===== config.mk =====
export PLATFORM = sky130hd
export DESIGN_NAME = obl_ctrl
export DESIGN_NICKNAME = d
export VERILOG_FILES = /design/src/hdl/obl_pkg.sv /design/src/hdl/obl_ctrl.sv
export SDC_FILE = /design/constraint.sdc
export NUM_CORES = 1
export LEC_CHECK = 0
export ABC_AREA = 1
export BUFFER_PORTS_ARGS = -buffer_cell sky130_fd_sc_hd__buf_2
export CAP_MARGIN = 5
export CORE_AREA = 2 2 39 41
export DETAILED_ROUTE_END_ITERATION = 8
export DIE_AREA = 0 0 41 43
export PLACE_DENSITY = 0.42
export SYNTH_ARGS = -nofsm -noshare
export SYNTH_HDL_FRONTEND = slang
export SYNTH_SLANG_ARGS = --single-unit

===== constraint.sdc =====
create_clock -name aclk -period 2.6 [get_ports aclk]
set_clock_uncertainty 0.2 [all_clocks]
set_input_delay 0.13 -clock aclk [delete_from_list [all_inputs] [get_ports aclk]]
set_output_delay 0.13 -clock aclk [all_outputs]
set_load 0.02 [all_outputs]

===== src/hdl/obl_pkg.sv =====
// Package for the order book level insert block.
// Holds the default sizes, field widths and the controller to datapath
// command and status types. No dependencies.
package obl_pkg;

    localparam int TICKS_DEF = 4096;
    localparam int DEPTH_DEF = 16;
    localparam int BM_W      = 64;
    localparam int BM_BW     = 6;
    localparam int TICK_W    = 12;
    localparam int ID_W      = 32;
    localparam int BEST_W    = 13;
    localparam int CNT_W     = 5;
    localparam int PTR_W     = 16;

    localparam logic ACT_ADD   = 1'b0;
    localparam logic ACT_EMPTY = 1'b1;
    localparam logic SIDE_BUY  = 1'b0;
    localparam logic SIDE_SELL = 1'b1;

    typedef struct packed {
        logic clr;
        logic load;
        logic lookup;
        logic update;
        logic scan_rd;
        logic scan_chk;
        logic ld_out;
    } obl_cmd_t;

    typedef struct packed {
        logic clr_last;
        logic need_scan;
        logic scan_done;
    } obl_sts_t;

endpackage


===== src/hdl/obl_ctrl.sv =====
// Controller state machine of the order book level insert block.
// Sequences clearing, lookup, update, rescan and result hand-off; uses obl_pkg.
module obl_ctrl
    import obl_pkg::*;
(
    input  logic      aclk,
    input  logic      aresetn,
    input  logic      s_valid,
    output logic      s_ready,
    output logic      m_valid,
    input  logic      m_ready,
    input  obl_sts_t  sts,
    output obl_cmd_t  cmd
);

    typedef enum logic [2:0] {
        ST_CLEAR,
        ST_IDLE,
        ST_LOOKUP,
        ST_UPDATE,
        ST_SCAN_RD,
        ST_SCAN_CHK,
        ST_DONE
    } state_t;

    state_t state_reg, state_next;
    logic   m_valid_reg, m_valid_next;

    always_comb begin
        cmd          = '0;
        cmd.clr      = (state_reg == ST_CLEAR);
        cmd.load     = (state_reg == ST_IDLE) && s_valid;
        cmd.lookup   = (state_reg == ST_LOOKUP);
        cmd.update   = (state_reg == ST_UPDATE);
        cmd.scan_rd  = (state_reg == ST_SCAN_RD);
        cmd.scan_chk = (state_reg == ST_SCAN_CHK);
        cmd.ld_out   = (state_reg == ST_DONE) && (!m_valid_reg || m_ready);
    end

    always_comb begin
        state_next = state_reg;
        unique case (state_reg)
            ST_CLEAR: begin
                if (sts.clr_last) begin
                    state_next = ST_IDLE;
                end
            end
            ST_IDLE: begin
                if (s_valid) begin
                    state_next = ST_LOOKUP;
                end
            end
            ST_LOOKUP:   state_next = ST_UPDATE;
            ST_UPDATE:   state_next = sts.need_scan ? ST_SCAN_RD : ST_DONE;
            ST_SCAN_RD:  state_next = ST_SCAN_CHK;
            ST_SCAN_CHK: state_next = sts.scan_done ? ST_DONE : ST_SCAN_RD;
            ST_DONE: begin
                if (cmd.ld_out) begin
                    state_next = ST_IDLE;
                end
            end
            default:     state_next = ST_CLEAR;
        endcase
    end

    always_comb begin
        m_valid_next = m_valid_reg;
        if (cmd.ld_out) begin
            m_valid_next = 1'b1;
        end else if (m_ready) begin
            m_valid_next = 1'b0;
        end
    end

    always_ff @(posedge aclk) begin
        if (!aresetn) begin
            state_reg   <= ST_CLEAR;
            m_valid_reg <= 1'b0;
        end else begin
            state_reg   <= state_next;
            m_valid_reg <= m_valid_next;
        end
    end

    assign s_ready = (state_reg == ST_IDLE);
    assign m_valid = m_valid_reg;

endmodule


==> impl_table.tex, run 1 <==
\begin{tabular}{lr}
\hline
Metric & Value \\
\hline
\multicolumn{2}{l}{\textbf{Detailed routing}} \\
\quad Detail-routed via count per cell & 4.11 \\
\quad Detailed-route wire length per cell & 8.65 µm \\
\quad Number of nets with antenna violations after routing & 0 \\
\quad DRC Markers & 0 \\
\quad Violation count after the first detailed-routing iteration & 14 \\
\quad Total wirelength of the detailed-routed design & 683 µm \\
\quad DR vias & 325 \\
\quad Number of iterations in the first detailed-routing pass & 4 \\
\multicolumn{2}{l}{\textbf{Placement}} \\
\quad Worst slack after detailed placement & 1260 ps \\
\quad Final RePlAce weighted congestion & 0.645 \\
\quad Placed Cells & 75 \\
\quad Detail Placement HPWL & 527 µm \\
\quad Port Buffers & 15 \\
\multicolumn{2}{l}{\textbf{Pwr}} \\
\quad Highest ir drop seen on vdd & 0.192 mV \\
\quad Internal Power & 0.166 mW \\
\quad Leakage power figure & 0.227 nW \\
\quad Proportion of total power due to net switching & 0.423 \\
\quad Areal power density over the cells & 746 mW/mm² \\
\quad Share of power burned in combinational logic & 0.428 \\
\quad Clock group share of total power & 0.262 \\
\quad Sw Pwr & 0.122 mW \\
\quad Share of power burned in registers & 0.310 \\
\multicolumn{2}{l}{\textbf{Floorplan}} \\
\quad Starting density of the core & 0.193 \\
\quad Area of the die & 0.00176 mm² \\
\quad Width of the die & 41 µm \\
\quad Core ar. & 0.00138 mm² \\
\quad Count of pins on the block boundary & 16 \\
\quad Height of the die & 43 µm \\
\quad Site row count & 14 \\
\multicolumn{2}{l}{\textbf{Cells and area}} \\
\quad Most common library cell in the layout ignoring fill and taps & sky130\_fd\_sc\_hd\_\_buf\_2 \\
\quad Number of flip-flops under the largest register name & 3 \\
\quad Layout Area Growth over Synthesis & 45.1\% \\
\quad FILL cells & 167 \\
\quad Final Non-Filler Cells & 79 \\
\quad Antenna fix cells & 0 \\
\quad Fraction of final layout cells with drive strength greater than 1 & 0.349 \\
\quad Number of nets in the final layout & 72 \\
\quad Commonest non-fill, non-tap cells in the layout & sky130\_fd\_sc\_hd\_\_buf\_2 (15), sky130\_fd\_sc\_hd\_\_nor2\_1 (11), sky130\_fd\_sc\_hd\_\_nand2\_1 (7) \\
\multicolumn{2}{l}{\textbf{CTS}} \\
\quad CTS tree & yes \\
\quad Clock buffer count from CTS & 3 \\
\quad H-tree depth reported by CTS & 1 \\
\quad Setup Fix Bufs, Post-CTS & 0 \\
\quad Maximum buffer depth of the clock tree & 2 \\
\quad Source-to-sink clock delay at the later pin of the worst-skew pair & 230 ps \\
\quad TritonCTS Sinks & 4 \\
\quad Root buffer selected by CTS & sky130\_fd\_sc\_hd\_\_clkbuf\_4 \\
\quad Clock slew at the register clock pins of the worst setup and hold paths & 40 ps \\
\quad Number of gates given a new drive strength after cts & 0 \\
\quad Hold-fix buffer count after cts & 1 \\
\multicolumn{2}{l}{\textbf{Synth}} \\
\quad Synthesis Warnings & 0 \\
\quad Summed instance area of the synthesized netlist & 267 µm² \\
\quad Syn Nets & 52 \\
\quad Synth Instances & 45 \\
\quad Sequential element share of the synthesized area & 0.300 \\
\quad Syn\_area\_per\_cell & 5.92 µm² \\
\quad \#FFs+latches synth & 4 \\
\quad Count of cell types in the netlist & 14 \\
\multicolumn{2}{l}{\textbf{Run}} \\
\quad Number of max-cap violations & 0 \\
\multicolumn{2}{l}{\textbf{Timing}} \\
\quad Setup violators final & 0 \\
\quad Pins over their slew limit & 0 \\
\quad Fin crit share & 0.595 \\
\quad Actual slew at the worst max-slew pin & 261 ps \\
\quad Upper clock frequency limit & 646 MHz \\
\quad Post-route worst setup slack & 1050 ps \\
\quad Count of final hold-check violations & 0 \\
\quad Setup repair after global routing missed its margin & false \\
\quad Worst hold slack & 35.5 ps \\
\quad Worst slew slack as a fraction of its limit & 0.826 \\
\quad Tmin final & 1550 ps \\
\quad Setup tns final & 0 ps \\
\multicolumn{2}{l}{\textbf{GRT}} \\
\quad Global-route usage over all layers & 0.0923 \\
\quad Overflow left after global routing & 0 \\
\quad Pin count of the biggest net entering global routing & 9 \\
\quad First-pass GRT wire length & 1.02 mm \\
\quad Number of antenna violations at the first check in global routing & 0 \\
\quad Via count of the first global-routing pass & 253 \\
\multicolumn{2}{l}{\textbf{Setup path}} \\
\quad Reg-to-reg critical path startpoint & state\_reg[1] \\
\quad Endpoint of the worst register-to-register path & state\_reg[1] \\
\quad Critical path arrival & 1220 ps \\
\quad Path depth of the worst reg2reg path & 7 \\
\quad Setup slack of the most critical reg-to-reg path & 1260 ps \\
\quad Crit Path Max Fanout & 6 \\
\quad Category of the worst setup path capture point & output port \\
\quad Required @ worst endpoint & 2270 ps \\
\quad WS Path Type & reg -> out \\
\quad Launching element type of the critical path & register \\
\multicolumn{2}{l}{\textbf{Run status}} \\
\quad Outcome & complete, no violations \\
\multicolumn{2}{l}{\textbf{Min path}} \\
\quad Start point of the worst hold path & s\_valid \\
\quad Hold-critical path endpoint & state\_reg[0] \\
\quad Number of cells on the worst hold path & 4 \\
\quad Type of the most critical hold path & in -> reg \\
\hline
\end{tabular}
[worst max-delay path, cell delays in order, from the launching register on]
cell,delay (ps)
sky130_fd_sc_hd__dfxtp_1,440
sky130_fd_sc_hd__inv_2,70
sky130_fd_sc_hd__nor2_1,120
sky130_fd_sc_hd__nand2_1,60
sky130_fd_sc_hd__nor2_1,110
sky130_fd_sc_hd__buf_2,180
[kinds of logic after synthesis]
group,count (synthesis),synth area share
simple gates,27,0.451
buf+inv,10,0.155
flops,4,0.300
compound gates,4,0.0939
[power by group through the flow]
stage | registers, mW | clock network [mW] | logic, mW
floorplan | 0.0864 | 0 | 0.0895
finish | 0.0894 | 0.0757 | 0.123
CTS | 0.0894 | 0.0806 | 0.124
global placement | 0.0907 | 0 | 0.122
detailed placement | 0.0905 | 0 | 0.122
global route | 0.0909 | 0.0842 | 0.143
[metrics by stage]
step / instance area (µm²) / total power, mW / utilization
after floorplan: 267 / 0.176 / -
after CTS: 387 / 0.294 / 0.279
after global placement: 354 / 0.213 / 0.256
after detailed placement: 354 / 0.213 / 0.256
after global routing: 387 / 0.318 / 0.279
final: 387 / 0.288 / 0.279
[layer usage]
layer  up-vias  wire (µm)  GRT usage
met2        12        297      0.109
met5         -          0          0
met3         0         57     0.0471
met1       134        328      0.115
li1        179          -          -
met4         0          0     0.0800
[final cells by class]
| type | instances | area (µm²) | share of cell area |
|---|---|---|---|
| Clock buffer | 3 | 22.5 | 0.0583 |
| Tap cell | 16 | 20.0 | 0.0518 |
| Timing Repair Buffer | 16 | 85.1 | 0.220 |
| Inverter | 9 | 33.8 | 0.0874 |
| Sequential cell | 4 | 80.1 | 0.207 |
| Multi-Input combinational cell | 31 | 145 | 0.375 |
[how the worst max path moves through the flow]
stage	from	end	slack, ps	cells after the start
6_report	state_reg[1]	cmd[0]	1050	5
5_1_grt	state_reg[0]	cmd[5]	910	5
4_1_cts	state_reg[1]	cmd[0]	1040	5
3_5_place_dp	state_reg[0]	state_reg[1]	1260	7
3_3_place_gp	state_reg[1]	state_reg[1]	1260	7
2_1_floorplan	state_reg[0]	state_reg[1]	1240	6
[cell usage after synthesis, drive strengths merged]
cell type  count  share of area
nand3          6           0.11
buf            1          0.028
inv            9           0.13
nand2          7          0.099
o21ai          1          0.019
o21a           1          0.028
nor2          11           0.15
dfxtp          4           0.30
a211oi         1          0.028
nand3b         1          0.028
nor3           2          0.056
a21oi          1          0.019
(Power assumes the default switching activity.)
==> run 2, diff against run 1 <==
==> constraint.sdc (replaced) <==
create_clock -name aclk -period 1.61 [get_ports aclk]
set_clock_uncertainty 0.2 [all_clocks]
set_input_delay 0.0805 -clock aclk [delete_from_list [all_inputs] [get_ports aclk]]
set_output_delay 0.0805 -clock aclk [all_outputs]
set_load 0.02 [all_outputs]
==> run 2 against run 1 <==
Non-clock buffer count grew 2. Critical path type unchanged. Largest cell class unchanged. Sequential power up 64%. Global-route usage grew 1.3 points.
==> impl_table.tex, run 2 (same netlist as run 1, synthesis figures left out) <==
\begin{tabular}{lr}
\hline
Metric & Value \\
\hline
\multicolumn{2}{l}{\textbf{Run status}} \\
\quad Outcome & complete, no violations \\
\multicolumn{2}{l}{\textbf{Setup path}} \\
\quad Required @ worst endpoint & 1330 ps (-940 ps) \\
\quad Biggest cell delay along the critical path & 380 ps (-60 ps) \\
\quad Critical path arrival & 1130 ps (-90 ps) \\
\quad WS Path Type & reg -> out \\
\quad Setup slack of the most critical reg-to-reg path & 320 ps (-940 ps) \\
\quad Crit Path Max Fanout & 6 (unchanged) \\
\quad Launching element type of the critical path & register \\
\quad Slowest-stage cell, CP & sky130\_fd\_sc\_hd\_\_dfxtp\_2 \\
\quad Buffers \& Inverters on Critical Path & 2 (unchanged) \\
\quad CP dominant cell by count & sky130\_fd\_sc\_hd\_\_nor2\_1 \\
\quad List of cells traversed by the critical path & inv\_2, nor2\_1, nand2\_1, nor2\_1, buf\_2 \\
\quad Dominant delay contributor by cell family on the critical path & flip-flops \\
\quad Category of the worst setup path capture point & output port \\
\multicolumn{2}{l}{\textbf{GRT}} \\
\quad Pin count of the biggest net entering global routing & 9 (unchanged) \\
\quad M2 GR Usage & 0.141 (+0.0313) \\
\quad Met3 usage & 0.0471 (unchanged) \\
\quad Via count of the first global-routing pass & 306 (+21\%) \\
\quad Number of antenna violations at the first check in global routing & 0 (unchanged) \\
\quad Most used routing layer & met2 \\
\quad Global-route usage over all layers & 0.106 (+0.0134) \\
\quad First-pass GRT wire length & 1.22 mm (+20\%) \\
\quad Met1 capacity usage during global routing & 0.126 (+0.0108) \\
\quad Overflow left after global routing & 0 (unchanged) \\
\multicolumn{2}{l}{\textbf{Timing}} \\
\quad Actual slew at the worst max-slew pin & 199 ps (-62.3 ps) \\
\quad Post-route worst setup slack & 198 ps (-855 ps) \\
\quad Fin crit share & 0.877 \\
\quad Setup violators final & 0 (unchanged) \\
\quad Upper clock frequency limit & 708 MHz \\
\quad Setup tns final & 0 ps (unchanged) \\
\quad Count of final hold-check violations & 0 (unchanged) \\
\quad Worst slew slack as a fraction of its limit & 0.867 (+0.0410) \\
\quad Tmin final & 1410 ps \\
\quad Setup repair after global routing missed its margin & false \\
\quad Pins over their slew limit & 0 (unchanged) \\
\multicolumn{2}{l}{\textbf{Floorplan}} \\
\quad Starting density of the core & 0.193 (unchanged) \\
\quad Height of the die & 43 µm (unchanged) \\
\quad Area of the die & 0.00176 mm² (unchanged) \\
\quad Width of the die & 41 µm (unchanged) \\
\quad Core ar. & 0.00138 mm² (unchanged) \\
\quad Count of pins on the block boundary & 16 (unchanged) \\
\quad Site row count & 14 (unchanged) \\
\multicolumn{2}{l}{\textbf{Cells and area}} \\
\quad Antenna fix cells & 0 (unchanged) \\
\quad Number of nets in the final layout & 74 (+2.8\%) \\
\quad Final Non-Filler Cells & 81 (+2.5\%) \\
\quad Most common library cell in the layout ignoring fill and taps & sky130\_fd\_sc\_hd\_\_buf\_2 \\
\quad Commonest non-fill, non-tap cells in the layout & sky130\_fd\_sc\_hd\_\_buf\_2 (15), sky130\_fd\_sc\_hd\_\_nor2\_1 (11), sky130\_fd\_sc\_hd\_\_nand2\_1 (7) \\
\quad Number of flip-flops under the largest register name & 3 (unchanged) \\
\quad Fraction of final layout cells with drive strength greater than 1 & 0.369 (+0.0200) \\
\quad Utilization of the core after routing & 0.296 (+0.0163) \\
\quad Layout Area Growth over Synthesis & 53.5\% \\
\multicolumn{2}{l}{\textbf{Detailed routing}} \\
\quad DR vias & 330 (+1.5\%) \\
\quad DRC Markers & 0 (unchanged) \\
\quad Detail-routed via count per cell & 4.07 (-0.97\%) \\
\quad Detailed-route wire length per cell & 8.47 µm (-2.0\%) \\
\quad Violation count after the first detailed-routing iteration & 4 (-10) \\
\quad Total wirelength of the detailed-routed design & 686 µm (+0.44\%) \\
\quad Number of iterations in the first detailed-routing pass & 3 (-1) \\
\quad Number of nets with antenna violations after routing & 0 (unchanged) \\
\multicolumn{2}{l}{\textbf{CTS}} \\
\quad Clock slew at the register clock pins of the worst setup and hold paths & 40 ps (about the same) \\
\quad Clock buffer count from CTS & 3 (unchanged) \\
\quad TritonCTS Sinks & 4 (unchanged) \\
\quad H-tree depth reported by CTS & 1 (unchanged) \\
\quad Source-to-sink clock delay at the later pin of the worst-skew pair & 230 ps (about the same) \\
\quad Setup Fix Bufs, Post-CTS & 0 (unchanged) \\
\quad CTS tree & yes \\
\quad Root buffer selected by CTS & sky130\_fd\_sc\_hd\_\_clkbuf\_4 \\
\quad Maximum buffer depth of the clock tree & 2 (unchanged) \\
\multicolumn{2}{l}{\textbf{Pwr}} \\
\quad Highest ir drop seen on vdd & 0.330 mV (+72\%) \\
\quad Leakage power figure & 0.236 nW (+3.9\%) \\
\quad Areal power density over the cells & 1160 mW/mm² (+56\%) \\
\multicolumn{2}{l}{\textbf{Placement}} \\
\quad Final RePlAce weighted congestion & 0.682 (+5.7\%) \\
\quad Placed Cells & 75 (unchanged) \\
\quad Port Buffers & 15 (unchanged) \\
\quad Worst slack after detailed placement & 260 ps (-1000 ps) \\
\quad Detail Placement HPWL & 522 µm (-0.89\%) \\
\multicolumn{2}{l}{\textbf{Run}} \\
\quad Number of max-cap violations & 0 (unchanged) \\
\multicolumn{2}{l}{\textbf{Min path}} \\
\quad Type of the most critical hold path & in -> reg \\
\hline
\end{tabular}
[run 2: cell types whose count changed in the layout (fill, tap and decap cells not counted), sizes merged]
cell         change
dlygate4sd3      +2
[run 2: through the flow]
step	hold WS, ps	power [mW]	instance area (µm²)
2_1_floorplan	-1.91	0.284	267
3_3_place_gp	142	0.344	354
3_5_place_dp	144	0.343	354
4_1_cts	4.55	0.478	407
5_1_grt	19.2	0.529	409
6_report	10.7	0.476	409
[run 2: repair_timing]
action                     4_1_cts  5_1_grt
hold buffers                     3        0
setup endpoints to repair        0        2
hold endpoints to repair         4        0
resized for setup                0        2
[run 2: cell type report]
type	instances	area, µm²
inverter	9	33.8
sequential	4	82.6
multi-input combinational	31	145
clock buffer	3	22.5
tap	16	20.0
fill	164	975
timing repair buffer	18	105
[run 2: worst register-to-register path: stages (launching register included)]
cell and delay, ps:
sky130_fd_sc_hd__dfxtp_2 380, sky130_fd_sc_hd__inv_2 60, sky130_fd_sc_hd__nor2_1 110, sky130_fd_sc_hd__nand3_1 140, sky130_fd_sc_hd__nand3_1 140, sky130_fd_sc_hd__nand2_1 70
sky130_fd_sc_hd__nand2_1 60, sky130_fd_sc_hd__nor2_1 40
[run 2: layer usage]
metal,part of all wire,vias up
met5,0,-
met4,0,0
met3,0.058,0
met2,0.43,10
met1,0.51,138
li1,-,182
[run 2: path summary, 6_finish.rpt]
path,from,to,cells after the start
hold reg to reg,state_reg[0],state_reg[0],1
setup / recovery,state_reg[1],cmd[0],5
setup reg to reg,state_reg[1],state_reg[1],7
hold / removal,m_ready,m_valid,3
[run 2: power by group]
group / switching, mW / internal, mW / leakage (nW)
clock: 0.0409 / 0.0834 / 0.0138
combinational: 0.132 / 0.0731 / 0.189
sequential: 0.0282 / 0.119 / 0.0334
